==> src/sv/nws_pkg.sv <==
`default_nettype none

package nws_pkg;

  // Vector and field geometry.
  localparam int NUM_SYNAPSES = 8;
  localparam int POS_W        = 3;
  localparam int DATA_W       = 16;
  localparam int ACC_W        = 40;
  localparam int MAC_W        = 2 * DATA_W;
  localparam int CFG_IDX_W    = 4;

  // Shared multiplier: unsigned 32 x 32 with a 64-bit registered product.
  localparam int MUL_W  = 32;
  localparam int PROD_W = 2 * MUL_W;

  // Shared serial divider: one quotient bit per cycle.
  localparam int DIV_W = 49;
  localparam int QUO_W = 32;
  localparam int CNT_W = 6;

  // Activation constants.
  localparam int TAYLOR_TERMS = 12;
  localparam int K_W          = 4;
  localparam int SQ_W         = 2;
  localparam int SAT_BIT      = 27;   // |sum| >= 8.0 in Q.24
  localparam int Z_W          = 31;
  localparam int E_ACC_W      = 34;
  localparam int TERM_STEPS   = 32;
  localparam int FINAL_STEPS  = 17;
  localparam logic [MUL_W-1:0]  Q31_ONE = 32'h8000_0000;
  localparam logic [PROD_W-1:0] Q31_HALF = 64'h0000_0000_4000_0000;
  localparam logic [DATA_W-1:0] MAG_MAX = 16'h7fff;

  typedef enum logic [3:0] {
    S_IDLE,
    S_MAC,
    S_CHECK,
    S_TMUL,
    S_TWAIT,
    S_TDIV,
    S_CLAMP,
    S_SQMUL,
    S_SQWAIT,
    S_FSTART,
    S_FDIV,
    S_DONE
  } state_t;

  // Request to the serial divider; divisor is already aligned to the top
  // quotient bit.
  typedef struct packed {
    logic             start;
    logic [DIV_W-1:0] dividend;
    logic [DIV_W-1:0] divisor;
    logic [CNT_W-1:0] steps;
  } div_req_t;

  typedef struct packed {
    logic             busy;
    logic [QUO_W-1:0] quotient;
  } div_rsp_t;

endpackage

`default_nettype wire

==> src/sv/nws_mul.sv <==
`default_nettype none

module nws_mul
  import nws_pkg::*;
(
  input  wire logic              clk,
  input  wire logic [MUL_W-1:0]  a,
  input  wire logic [MUL_W-1:0]  b,
  output logic      [PROD_W-1:0] product
);

  // Registered unsigned product, available in the cycle after the operands.
  always_ff @(posedge clk) begin
    product <= PROD_W'(a) * PROD_W'(b);
  end

endmodule

`default_nettype wire

==> src/sv/nws_div.sv <==
`default_nettype none

module nws_div
  import nws_pkg::*;
(
  input  wire logic     clk,
  input  wire logic     rst,
  input  wire div_req_t req,
  output div_rsp_t      rsp
);

  logic [DIV_W-1:0] rem;
  logic [DIV_W-1:0] dsh;
  logic [QUO_W-1:0] quo;
  logic [CNT_W-1:0] count;
  logic             busy;
  logic             fits;

  assign fits = (rem >= dsh);

  // Step counter; the divider runs for the requested number of quotient bits.
  always_ff @(posedge clk) begin
    if (rst) begin
      busy  <= 1'b0;
      count <= '0;
    end else if (req.start) begin
      busy  <= 1'b1;
      count <= req.steps;
    end else if (busy) begin
      count <= count - CNT_W'(1);
      if (count == CNT_W'(1)) begin
        busy <= 1'b0;
      end
    end
  end

  // Restoring compare and subtract, one quotient bit per cycle.
  always_ff @(posedge clk) begin
    if (req.start) begin
      rem <= req.dividend;
      dsh <= req.divisor;
      quo <= '0;
    end else if (busy) begin
      if (fits) begin
        rem <= rem - dsh;
      end
      quo <= {quo[QUO_W-2:0], fits};
      dsh <= dsh >> 1;
    end
  end

  assign rsp.busy     = busy;
  assign rsp.quotient = quo;

endmodule

`default_nettype wire

==> src/sv/neuron_weighted_sum_tanh.sv <==
// A word that does not end a vector is accepted and then accumulated.
// A word that ends a vector runs the activation before the result word is
// shown: 12 series terms on the shared multiplier and the one-bit-per-cycle
// divider, 4 squarings and a 17-step final divide.
// A saturated sum (|sum| >= 8.0) skips the series and goes straight to the result.
// Reset (rst, synchronous) clears weights, sum, position and the output valid.
`default_nettype none

module neuron_weighted_sum_tanh
  import nws_pkg::*;
(
  input  wire logic                 clk,
  input  wire logic                 rst,
  // Configuration writes.
  input  wire logic                 cfg_we,
  input  wire logic [CFG_IDX_W-1:0] cfg_index,
  input  wire logic [DATA_W-1:0]    cfg_data,
  // Input stream.
  input  wire logic                 s_axis_tvalid,
  output logic                      s_axis_tready,
  input  wire logic [DATA_W-1:0]    s_axis_tdata,   // [15:0] input_value
  input  wire logic                 s_axis_tlast,   // last_input
  // Output stream.
  output logic                      m_axis_tvalid,
  input  wire logic                 m_axis_tready,
  output logic      [DATA_W-1:0]    m_axis_tdata    // [15:0] neuron_output
);

  state_t state, state_next;

  logic signed [DATA_W-1:0] weight [NUM_SYNAPSES];
  logic signed [ACC_W-1:0]  sum;
  logic [POS_W-1:0]         pos;
  logic signed [MAC_W-1:0]  mac_prod;
  logic                     vec_end;
  logic                     neg;
  logic [Z_W-1:0]           z;
  logic [MUL_W-1:0]         term;
  logic signed [E_ACC_W-1:0] acc;
  logic [MUL_W-1:0]         e;
  logic [K_W-1:0]           k;
  logic [SQ_W-1:0]          sq;
  logic [DATA_W-1:0]        mag;
  logic [DATA_W-1:0]        out_data;
  logic                     out_valid;

  logic [ACC_W-1:0]  abs_sum;
  logic              sat;
  logic              in_fire;
  logic              out_free;
  logic              out_load;
  logic [MUL_W-1:0]  mul_a;
  logic [MUL_W-1:0]  mul_b;
  logic [PROD_W-1:0] product;
  logic [PROD_W-1:0] sq_round;
  logic [MUL_W:0]    den;
  logic [MUL_W-1:0]  num_diff;
  logic [MUL_W-1:0]  e_clamp;
  div_req_t          div_req;
  div_rsp_t          div_rsp;

  nws_mul u_mul (
    .clk     (clk),
    .a       (mul_a),
    .b       (mul_b),
    .product (product)
  );

  nws_div u_div (
    .clk (clk),
    .rst (rst),
    .req (div_req),
    .rsp (div_rsp)
  );

  // Shared helper values.
  assign abs_sum  = sum[ACC_W-1] ? ACC_W'(-sum) : ACC_W'(sum);
  assign sat      = (abs_sum[ACC_W-1:SAT_BIT] != '0);
  assign in_fire  = s_axis_tvalid && s_axis_tready;
  assign out_free = !out_valid || m_axis_tready;
  assign sq_round = product + Q31_HALF;
  assign den      = {1'b0, Q31_ONE} + {1'b0, e};
  assign num_diff = Q31_ONE - e;

  // Series sum clamped to 0..1.0.
  always_comb begin
    if (acc < 0) begin
      e_clamp = '0;
    end else if (acc > $signed(E_ACC_W'(Q31_ONE))) begin
      e_clamp = Q31_ONE;
    end else begin
      e_clamp = acc[MUL_W-1:0];
    end
  end

  // Next state.
  always_comb begin
    state_next = state;
    case (state)
      S_IDLE:   if (in_fire) state_next = S_MAC;
      S_MAC:    state_next = vec_end ? S_CHECK : S_IDLE;
      S_CHECK:  state_next = sat ? S_DONE : S_TMUL;
      S_TMUL:   state_next = S_TWAIT;
      S_TWAIT:  state_next = S_TDIV;
      S_TDIV: begin
        if (!div_rsp.busy) begin
          state_next = (k == K_W'(TAYLOR_TERMS)) ? S_CLAMP : S_TMUL;
        end
      end
      S_CLAMP:  state_next = S_SQMUL;
      S_SQMUL:  state_next = S_SQWAIT;
      S_SQWAIT: state_next = (sq == '1) ? S_FSTART : S_SQMUL;
      S_FSTART: state_next = S_FDIV;
      S_FDIV:   if (!div_rsp.busy) state_next = S_DONE;
      S_DONE:   if (out_free) state_next = S_IDLE;
      default:  state_next = S_IDLE;
    endcase
  end

  // Sequencer outputs: handshake, multiplier operands and divider requests.
  always_comb begin
    s_axis_tready    = 1'b0;
    out_load         = 1'b0;
    mul_a            = term;
    mul_b            = MUL_W'(z);
    div_req.start    = 1'b0;
    div_req.dividend = DIV_W'(product[2*MUL_W-2:MUL_W-1]);
    div_req.divisor  = DIV_W'(k) << (TERM_STEPS - 1);
    div_req.steps    = CNT_W'(TERM_STEPS);
    case (state)
      S_IDLE:  s_axis_tready = 1'b1;
      S_TWAIT: div_req.start = 1'b1;
      S_SQMUL: begin
        mul_a = e;
        mul_b = e;
      end
      S_FSTART: begin
        div_req.start    = 1'b1;
        div_req.dividend = (DIV_W'(num_diff) << (DATA_W - 1)) + DIV_W'(den >> 1);
        div_req.divisor  = DIV_W'(den) << (FINAL_STEPS - 1);
        div_req.steps    = CNT_W'(FINAL_STEPS);
      end
      S_DONE:  out_load = out_free;
      default: ;
    endcase
  end

  always_ff @(posedge clk) begin
    if (rst) begin
      state <= S_IDLE;
    end else begin
      state <= state_next;
    end
  end

  // Weight registers.
  always_ff @(posedge clk) begin
    if (rst) begin
      for (int i = 0; i < NUM_SYNAPSES; i++) begin
        weight[i] <= '0;
      end
    end else if (cfg_we && (cfg_index < CFG_IDX_W'(NUM_SYNAPSES))) begin
      weight[cfg_index[POS_W-1:0]] <= cfg_data;
    end
  end

  // Accumulator and synapse position.
  always_ff @(posedge clk) begin
    if (rst) begin
      sum <= '0;
      pos <= '0;
    end else if (state == S_MAC) begin
      sum <= sum + ACC_W'(mac_prod);
      if (!vec_end) begin
        pos <= pos + POS_W'(1);
      end
    end else if (out_load) begin
      sum <= '0;
      pos <= '0;
    end
  end

  // Product of the accepted word and the weight at the current position.
  always_ff @(posedge clk) begin
    if (in_fire) begin
      mac_prod <= weight[pos] * $signed(s_axis_tdata);
      vec_end  <= s_axis_tlast || (pos == POS_W'(NUM_SYNAPSES - 1));
    end
  end

  // Activation datapath: series for exp(-z), squarings, final divide.
  always_ff @(posedge clk) begin
    case (state)
      S_CHECK: begin
        neg  <= sum[ACC_W-1];
        mag  <= MAG_MAX;
        z    <= {abs_sum[SAT_BIT-1:0], 4'b0000};
        term <= Q31_ONE;
        acc  <= E_ACC_W'(Q31_ONE);
        k    <= K_W'(1);
      end
      S_TDIV: begin
        if (!div_rsp.busy) begin
          term <= div_rsp.quotient;
          if (k[0]) begin
            acc <= acc - $signed(E_ACC_W'(div_rsp.quotient));
          end else begin
            acc <= acc + $signed(E_ACC_W'(div_rsp.quotient));
          end
          k <= k + K_W'(1);
        end
      end
      S_CLAMP: begin
        e  <= e_clamp;
        sq <= '0;
      end
      S_SQWAIT: begin
        e  <= sq_round[2*MUL_W-2:MUL_W-1];
        sq <= sq + SQ_W'(1);
      end
      S_FDIV: begin
        if (div_rsp.quotient > QUO_W'(MAG_MAX)) begin
          mag <= MAG_MAX;
        end else begin
          mag <= div_rsp.quotient[DATA_W-1:0];
        end
      end
      default: ;
    endcase
  end

  // Output register; a finished word waits here for the consumer.
  always_ff @(posedge clk) begin
    if (rst) begin
      out_valid <= 1'b0;
    end else if (out_load) begin
      out_valid <= 1'b1;
    end else if (m_axis_tready) begin
      out_valid <= 1'b0;
    end
  end

  always_ff @(posedge clk) begin
    if (out_load) begin
      out_data <= neg ? DATA_W'(-mag) : mag;
    end
  end

  assign m_axis_tvalid = out_valid;
  assign m_axis_tdata  = out_data;

  // A new result word only comes out of the final state.
  a_out_from_done: assert property (@(posedge clk) disable iff (rst)
    $rose(m_axis_tvalid) |-> $past(state) == S_DONE)
    else $error("result word appeared outside the final state");

  // Saturation keeps the result inside -32767..32767.
  a_no_min_code: assert property (@(posedge clk) disable iff (rst)
    m_axis_tvalid |-> m_axis_tdata != 16'h8000)
    else $error("result word holds the most negative code");

  // The shared divider is never restarted while it is still working.
  a_div_no_restart: assert property (@(posedge clk) disable iff (rst)
    div_req.start |-> !div_rsp.busy)
    else $error("divider started while busy");

endmodule

`default_nettype wire

==> config.mk <==
export PLATFORM = sky130hd
export DESIGN_NAME = neuron_weighted_sum_tanh
export DESIGN_NICKNAME = d
export VERILOG_FILES = /design/src/sv/nws_pkg.sv /design/src/sv/nws_mul.sv /design/src/sv/nws_div.sv /design/src/sv/neuron_weighted_sum_tanh.sv
export SDC_FILE = /design/constraint.sdc
export NUM_CORES = 2
export LEC_CHECK = 0
export BUFFER_PORTS_ARGS = -buffer_cell sky130_fd_sc_hd__buf_2
export CAP_MARGIN = 40
export CELL_PAD_IN_SITES_DETAIL_PLACEMENT = 1
export CELL_PAD_IN_SITES_GLOBAL_PLACEMENT = 1
export CORE_AREA = 2 2 376 378
export DETAILED_ROUTE_END_ITERATION = 8
export DIE_AREA = 0 0 378 380
export GPL_ROUTABILITY_DRIVEN = 1
export PLACE_DENSITY = 0.87
export SYNTH_ARGS = -nofsm -noshare
export SYNTH_HDL_FRONTEND = slang
export SYNTH_SLANG_ARGS = --single-unit
==> constraint.sdc <==
create_clock -name clk -period 9.3 [get_ports clk]
set_input_delay 2.79 -clock clk [delete_from_list [all_inputs] [get_ports clk]]
set_output_delay 2.79 -clock clk [all_outputs]
set_load 0.02 [all_outputs]
## Word-level counts from Yosys, hierarchy flattened

Memory sizes are Yosys's and may differ from the RTL's. A register that Yosys moved wholly into a read port is not among the register bits.
Cells that the tools add are included.

- Flip-flop bits (word level): 445
- Memory bits (writable): 128
- Input bits: 42
- Output and inout bits: 18
- Word-level logic and storage cells: 140
- Memories: 1

- $add $sub $neg: 14
- Multiply operators: 2
- $lt $le $gt $ge: 5
- Equal/unequal tests: 20
- Mux-type cells: 57
- Reductions and logical operators: 20

Memories:

| name | words | bits a word | read ports | clocked after memory_dff | wr ports | RTL line | RTL |
|---|---|---|---|---|---|---|---|
| weight | 8 | 16 | 1 | 1 | 8 | neuron_weighted_sum_tanh.sv:31 | `logic signed [DATA_W-1:0] weight [NUM_SYNAPSES];` |

Operator list:

| operator | number |
|---|---|
| 49-bit 2-to-1 mux | 5 |
| 32-bit 2-to-1 mux | 5 |
| 32-bit one-hot mux with 2 select lines | 2 |
| 40-bit 2-to-1 mux | 3 |
| 103-bit 2-to-1 mux | 1 |
| 34-bit 2-to-1 mux | 2 |
| 34-bit one-hot mux with 2 select lines | 1 |
| 63-bit by 31-bit adder with 63-bit output, second input constant | 1 |
| 32-bit by 32-bit multiplier with 63-bit output | 1 |
| 49-bit >= comparator | 1 |
| 49-bit subtractor | 1 |
| 47-bit by 32-bit adder with 48-bit output | 1 |
| 16-bit 2-to-1 mux | 3 |
| 4-bit one-hot mux with 12 select lines | 1 |
| 40-bit by 32-bit adder with 40-bit output | 1 |
| 40-bit negation | 1 |
| 34-bit by 33-bit adder with 34-bit output | 1 |
| 34-bit by 33-bit > comparator with 1-bit output, second input constant | 1 |
| 34-bit by 1-bit less-than comparator with 1-bit output, second input constant | 1 |
| 34-bit by 33-bit subtractor with 34-bit output | 1 |
| 32-bit by 32-bit adder with 33-bit output, first input constant | 1 |
| 32-bit by 15-bit > comparator with 1-bit output, second input constant | 1 |
| 16-bit by 16-bit multiplier with 32-bit output | 1 |
| 16-bit one-hot mux with 2 select lines | 1 |
| 32 further kinds | 80 |

## Longest topological paths before layout

- Depth after elaboration: 7
- Mapped depth: 36

## Hierarchy

A second synthesis with hierarchy kept.

- Cell total of the unflattened synthesis: 8206
- Area total of the unflattened synthesis: 76848.7 um2

Modules (own cells, without submodules):

| module | instances | cells each | area an instance (um2) | sequential area each (um2) |
|---|---|---|---|---|
| nws_mul | 1 | 3763 | 34538.1 | 1281.2 |
| neuron_weighted_sum_tanh | 1 | 3475 | 33530.9 | 10780.3 |
| nws_div | 1 | 968 | 8779.7 | 3723.6 |

## Worst setup path before layout

OpenSTA, ideal clock, no wires.

- Kind: flip-flop to flip-flop
- Start: register state[3]
- End: register u_mul.product[60]
- Setup time: 0.118 ns
- Arrival time: 8.407 ns
- Slack: 0.775 ns
- Stages on the path, launching flop included: 35
- Path buffers: 3
- Period minus slack after synthesis: 8.525 ns
- Cells stage by stage: dfxtp_1 -> inv_1 -> nand2_1 -> nor2_1 -> clkbuf_1 -> clkbuf_1 -> and2_1 -> a21oi_1 -> clkbuf_1 -> nor2_1 -> fa_1 -> fa_1 -> fa_1 -> inv_1 -> fa_1 -> inv_1 -> fa_1 -> inv_1 -> fa_1 -> inv_1 -> fa_1 -> inv_1 -> fa_1 -> inv_1 -> ha_1 -> nor3_1 -> o31ai_1 -> o2111ai_1 -> a211oi_1 -> nor2_1 -> o31ai_2 -> a41oi_1 -> o31ai_1 -> a21oi_1 -> xnor2_1

- Cells in the longest elaborated chain, start to end: 3

RTL lines:

| element | RTL line | RTL |
|---|---|---|
| start: declaration | neuron_weighted_sum_tanh.sv:29 | `state_t state, state_next;` |
| start signal: assignment | neuron_weighted_sum_tanh.sv:152 | `state <= state_next;` |
| 4-bit by 3-bit == test with 1-bit output (*) | neuron_weighted_sum_tanh.sv:130 | `case (state)` |
| 32-bit 2-to-1 mux | neuron_weighted_sum_tanh.sv:130 |  |
| 32-bit by 32-bit multiplier with 63-bit output (*) | nws_mul.sv:14 | `product <= PROD_W'(a) * PROD_W'(b);` |
| end signal: assignment | nws_mul.sv:14 |  |
| end: declaration | nws_mul.sv:9 | `output logic [PROD_W-1:0] product` |

Every way passes the cells marked *; elsewhere a longest branch is shown, timed or not.
A chain may end at the register's enable or synchronous reset.

## Worst setup path after layout

- Start: register state[0]
- End: register u_mul.product[55]

The elaborated chain is that of the path after synthesis.

==> out/qor.txt <==
First-pass GRT wire length = 407000 um
Final std cells w/o fill = 9670
TritonCTS buffer count = 60
Distinct cells, synth = 87
Stages on worst setup path = 27
Total iterations of the first detailed-routing run = 8
Most used cell, CP = fa_1
Ys async rst share = 0%
Placed cell area = 76000 um2
Xor/xnor cell area share of the yosys netlist = 4.01%
Post-DP HPWL = 210000 um
Fin crit share = 98.4%
Worst EP required = 9.91 ns
M3 GR Usage = 9.56%
Clk root buf = clkbuf_16
Failing checks = DRC
Crit path kind = flop to flop
Count leader, synth = inv_1
Slowest cell delay on critical path = 0.71 ns
Worst-path maximum fanout = 46
Die Y = 380 um
Vias/cell = 6.14
H-tree levels = 2
Reg2reg end = u_mul.product[55]
Pins Over Slew Limit = 0
Synth Area in Compound Gates = 8.33%
DRT iter0 DRCs = 4816
Slew @ Worst Pin = 0.968 ns
Starting Density = 51.8%
Endpoint class of the critical path = flop
Mux cell area share after synthesis = 1.76%
Hold buffers post-CTS = 0
Worst skew pair latency = 0.70 ns
Met1 Use GR = 42.0%
Sink of the worst hold path = sum[38]
Drt wl/cell = 27.9 um
Reg2reg start = state[0]
P&R area growth vs syn = 8.52%
Max_slew headroom = 35.4%
Met2 Use GR = 62.5%
Syn avg cell area = 9.38 um2
Synth Register Bits = 546
Largest family of logic cells by synthesized area = adder cells
Top delay family on crit path = adder cells
Final WL = 270000 um
Vias in the first global route = 67100
Max-cap violations = 0
Synth Warn # = 0
Synth Instances = 7687
Cell taking the most area after synthesis = fa_1
Remaining antenna violation count = 0
Post-synthesis net count = 9375
Die width = 378 um
Cell Rows = 137
Post-synth EDFFs = 423
Setup violations, final = 0
Hold depth = 2
Status = finished with violations
Startpoint types = flop
Die area = 144000 um2
Grt ovf = 0
Worst path bufs/invs = 8
Reg-to-reg slack, setup = 0.15 ns
Worst R2R Path Depth = 27
All-Layer GR Usage = 37.8%
Via count = 59328
Worst-path clk slew = 0.07 ns
Seq/Total Area, Yosys = 21.0%
Antenna violations before repair = 13
Synth top area cells = fa_1 (32%), edfxtp_1 (18%), ha_1 (8.4%)
Synth Area in Adders = 40.6%
Post-CTS Setup Bufs = 0
Placed Instances = 9542
Commonest cells in the synthesized netlist = inv_1 (1250), fa_1 (1160), nand2_1 (931)
I/O Buffers = 59
Clock buffer depth = 3
Clk sinks = 546
Final Skew = 0.0942 ns
DRC = 2
Largest net degree at the start of global routing = 55
Num ports = 60
Simple-Gate Fraction of Synth Area = 15.9%
CTS tree = yes
Final #Nets = 9418
Placeable Area = 139000 um2
Worst Min Path Start = sum[38]
Min-Delay Path Class = flop to flop
Slowest CP cell = ha_1
GR peak layer = met2
Yosys top cell area share = 32.2%
GP Congestion = 1.02
Layout cells sized above 1 = 7.84%
Worst hold margin = 0.540 ns
F_max = 0.109 GHz
Crit path DAT = 9.76 ns
Final Hold Viols = 0
Tmin final = 9.15 ns
Primary FF master, synth = edfxtp_1
Final instance area = 78200 um2
Post-synthesis cell area = 72100 um2
==> worst min-delay path, cell delays in order, from the launching register on <==
cell     delay, ns
dfxtp_1       0.36
nand2_1       0.07
o21ai_0       0.07
==> worst max path at each step <==
| stage | from | end | slack, ns |
|---|---|---|---|
| 2_1_floorplan | state[3] | u_mul.product[60] | 0.78 |
| 3_3_place_gp | state[3] | u_mul.product[60] | 0.32 |
| 3_5_place_dp | state[3] | u_mul.product[58] | -0.16 |
| 4_1_cts | state[3] | u_mul.product[52] | 0.008 |
| 5_1_grt | state[3] | u_mul.product[59] | -0.004 |
| 6_report | state[0] | u_mul.product[55] | 0.15 |
==> logic make-up after synthesis <==
kind of cell,count (synthesis)
AO/OA/AOI/OAI,955
XOR/XNOR,329
adder cells (fa/ha/maj),1646
buffers and inverters,1602
flip-flops,546
multiplexers,85
other,1
AND/OR/NAND/NOR,2523
==> sequential cells by signal, summed over array words and instances (netlist names), 33 cells and up, named ones only <==
signal and flops:
u_mul.product 33, weight 128, u_div.rem 49, u_div.dsh 49, acc 34, sum 40
==> routing by layer <==
layer  share of wire, %  vias to the layer above
met4                9.1                       15
met5              0.055                        -
met1                 34                    30358
li1                   -                    24600
met3                8.9                     1263
met2                 48                     3092
==> layout make-up <==
cell class / count / area (um2)
fillers: 15742 / 60900
repair buffers: 331 / 2720
inverters: 1252 / 4700
flip-flops and latches: 546 / 15200
clock inverters: 26 / 374
multi-input cells: 5539 / 51200
clock buffers: 88 / 1690
well taps: 1876 / 2350
diodes: 12 / 30.0
==> layout by cell type, fill, tap and decap left out, types with 21 or more instances in the layout <==
cell type	n
a211oi_1	24
a21o_1	133
a21oi_1	262
a21oi_2	28
a22oi_1	42
and2_1	261
and3_1	96
buf_12	24
buf_2	60
buf_4	238
clkbuf_1	22
clkbuf_16	62
dfxtp_1	121
edfxtp_1	423
fa_1	1159
ha_1	486
inv_1	1250
mux2i_1	37
mux4_2	32
nand2_1	918
nand2b_1	44
nand3_1	79
nand4_1	44
nor2_1	786
nor2b_1	40
nor3_1	64
nor4_1	36
o21a_1	21
o21ai_0	216
o21bai_1	28
o22ai_1	24
o31ai_1	28
or2_2	47
xnor2_1	223
xor2_1	105
==> repair_timing <==
item | 4_1_cts | 5_1_grt
pin swaps | 0 | 0
gates resized for setup | 5 | 31
endpoints found under the hold margin | 0 | 0
endpoints found under the setup margin | 11 | 21
==> through the flow <==
step / setup WS [ns] / setup TNS [ns] / util, %
floorplan: 0.775 / 0 / -
global placement: 0.322 / 0 / 54.5
detailed placement: -0.163 / -0.976 / 54.6
CTS: 0.00817 / 0 / 56.1
global route: -0.00442 / -0.00706 / 56.2
finish: 0.148 / 0 / 56.2
Power is not shown: default switching activity piles up to over one toggle a cycle in this logic, so the estimate is an artifact.
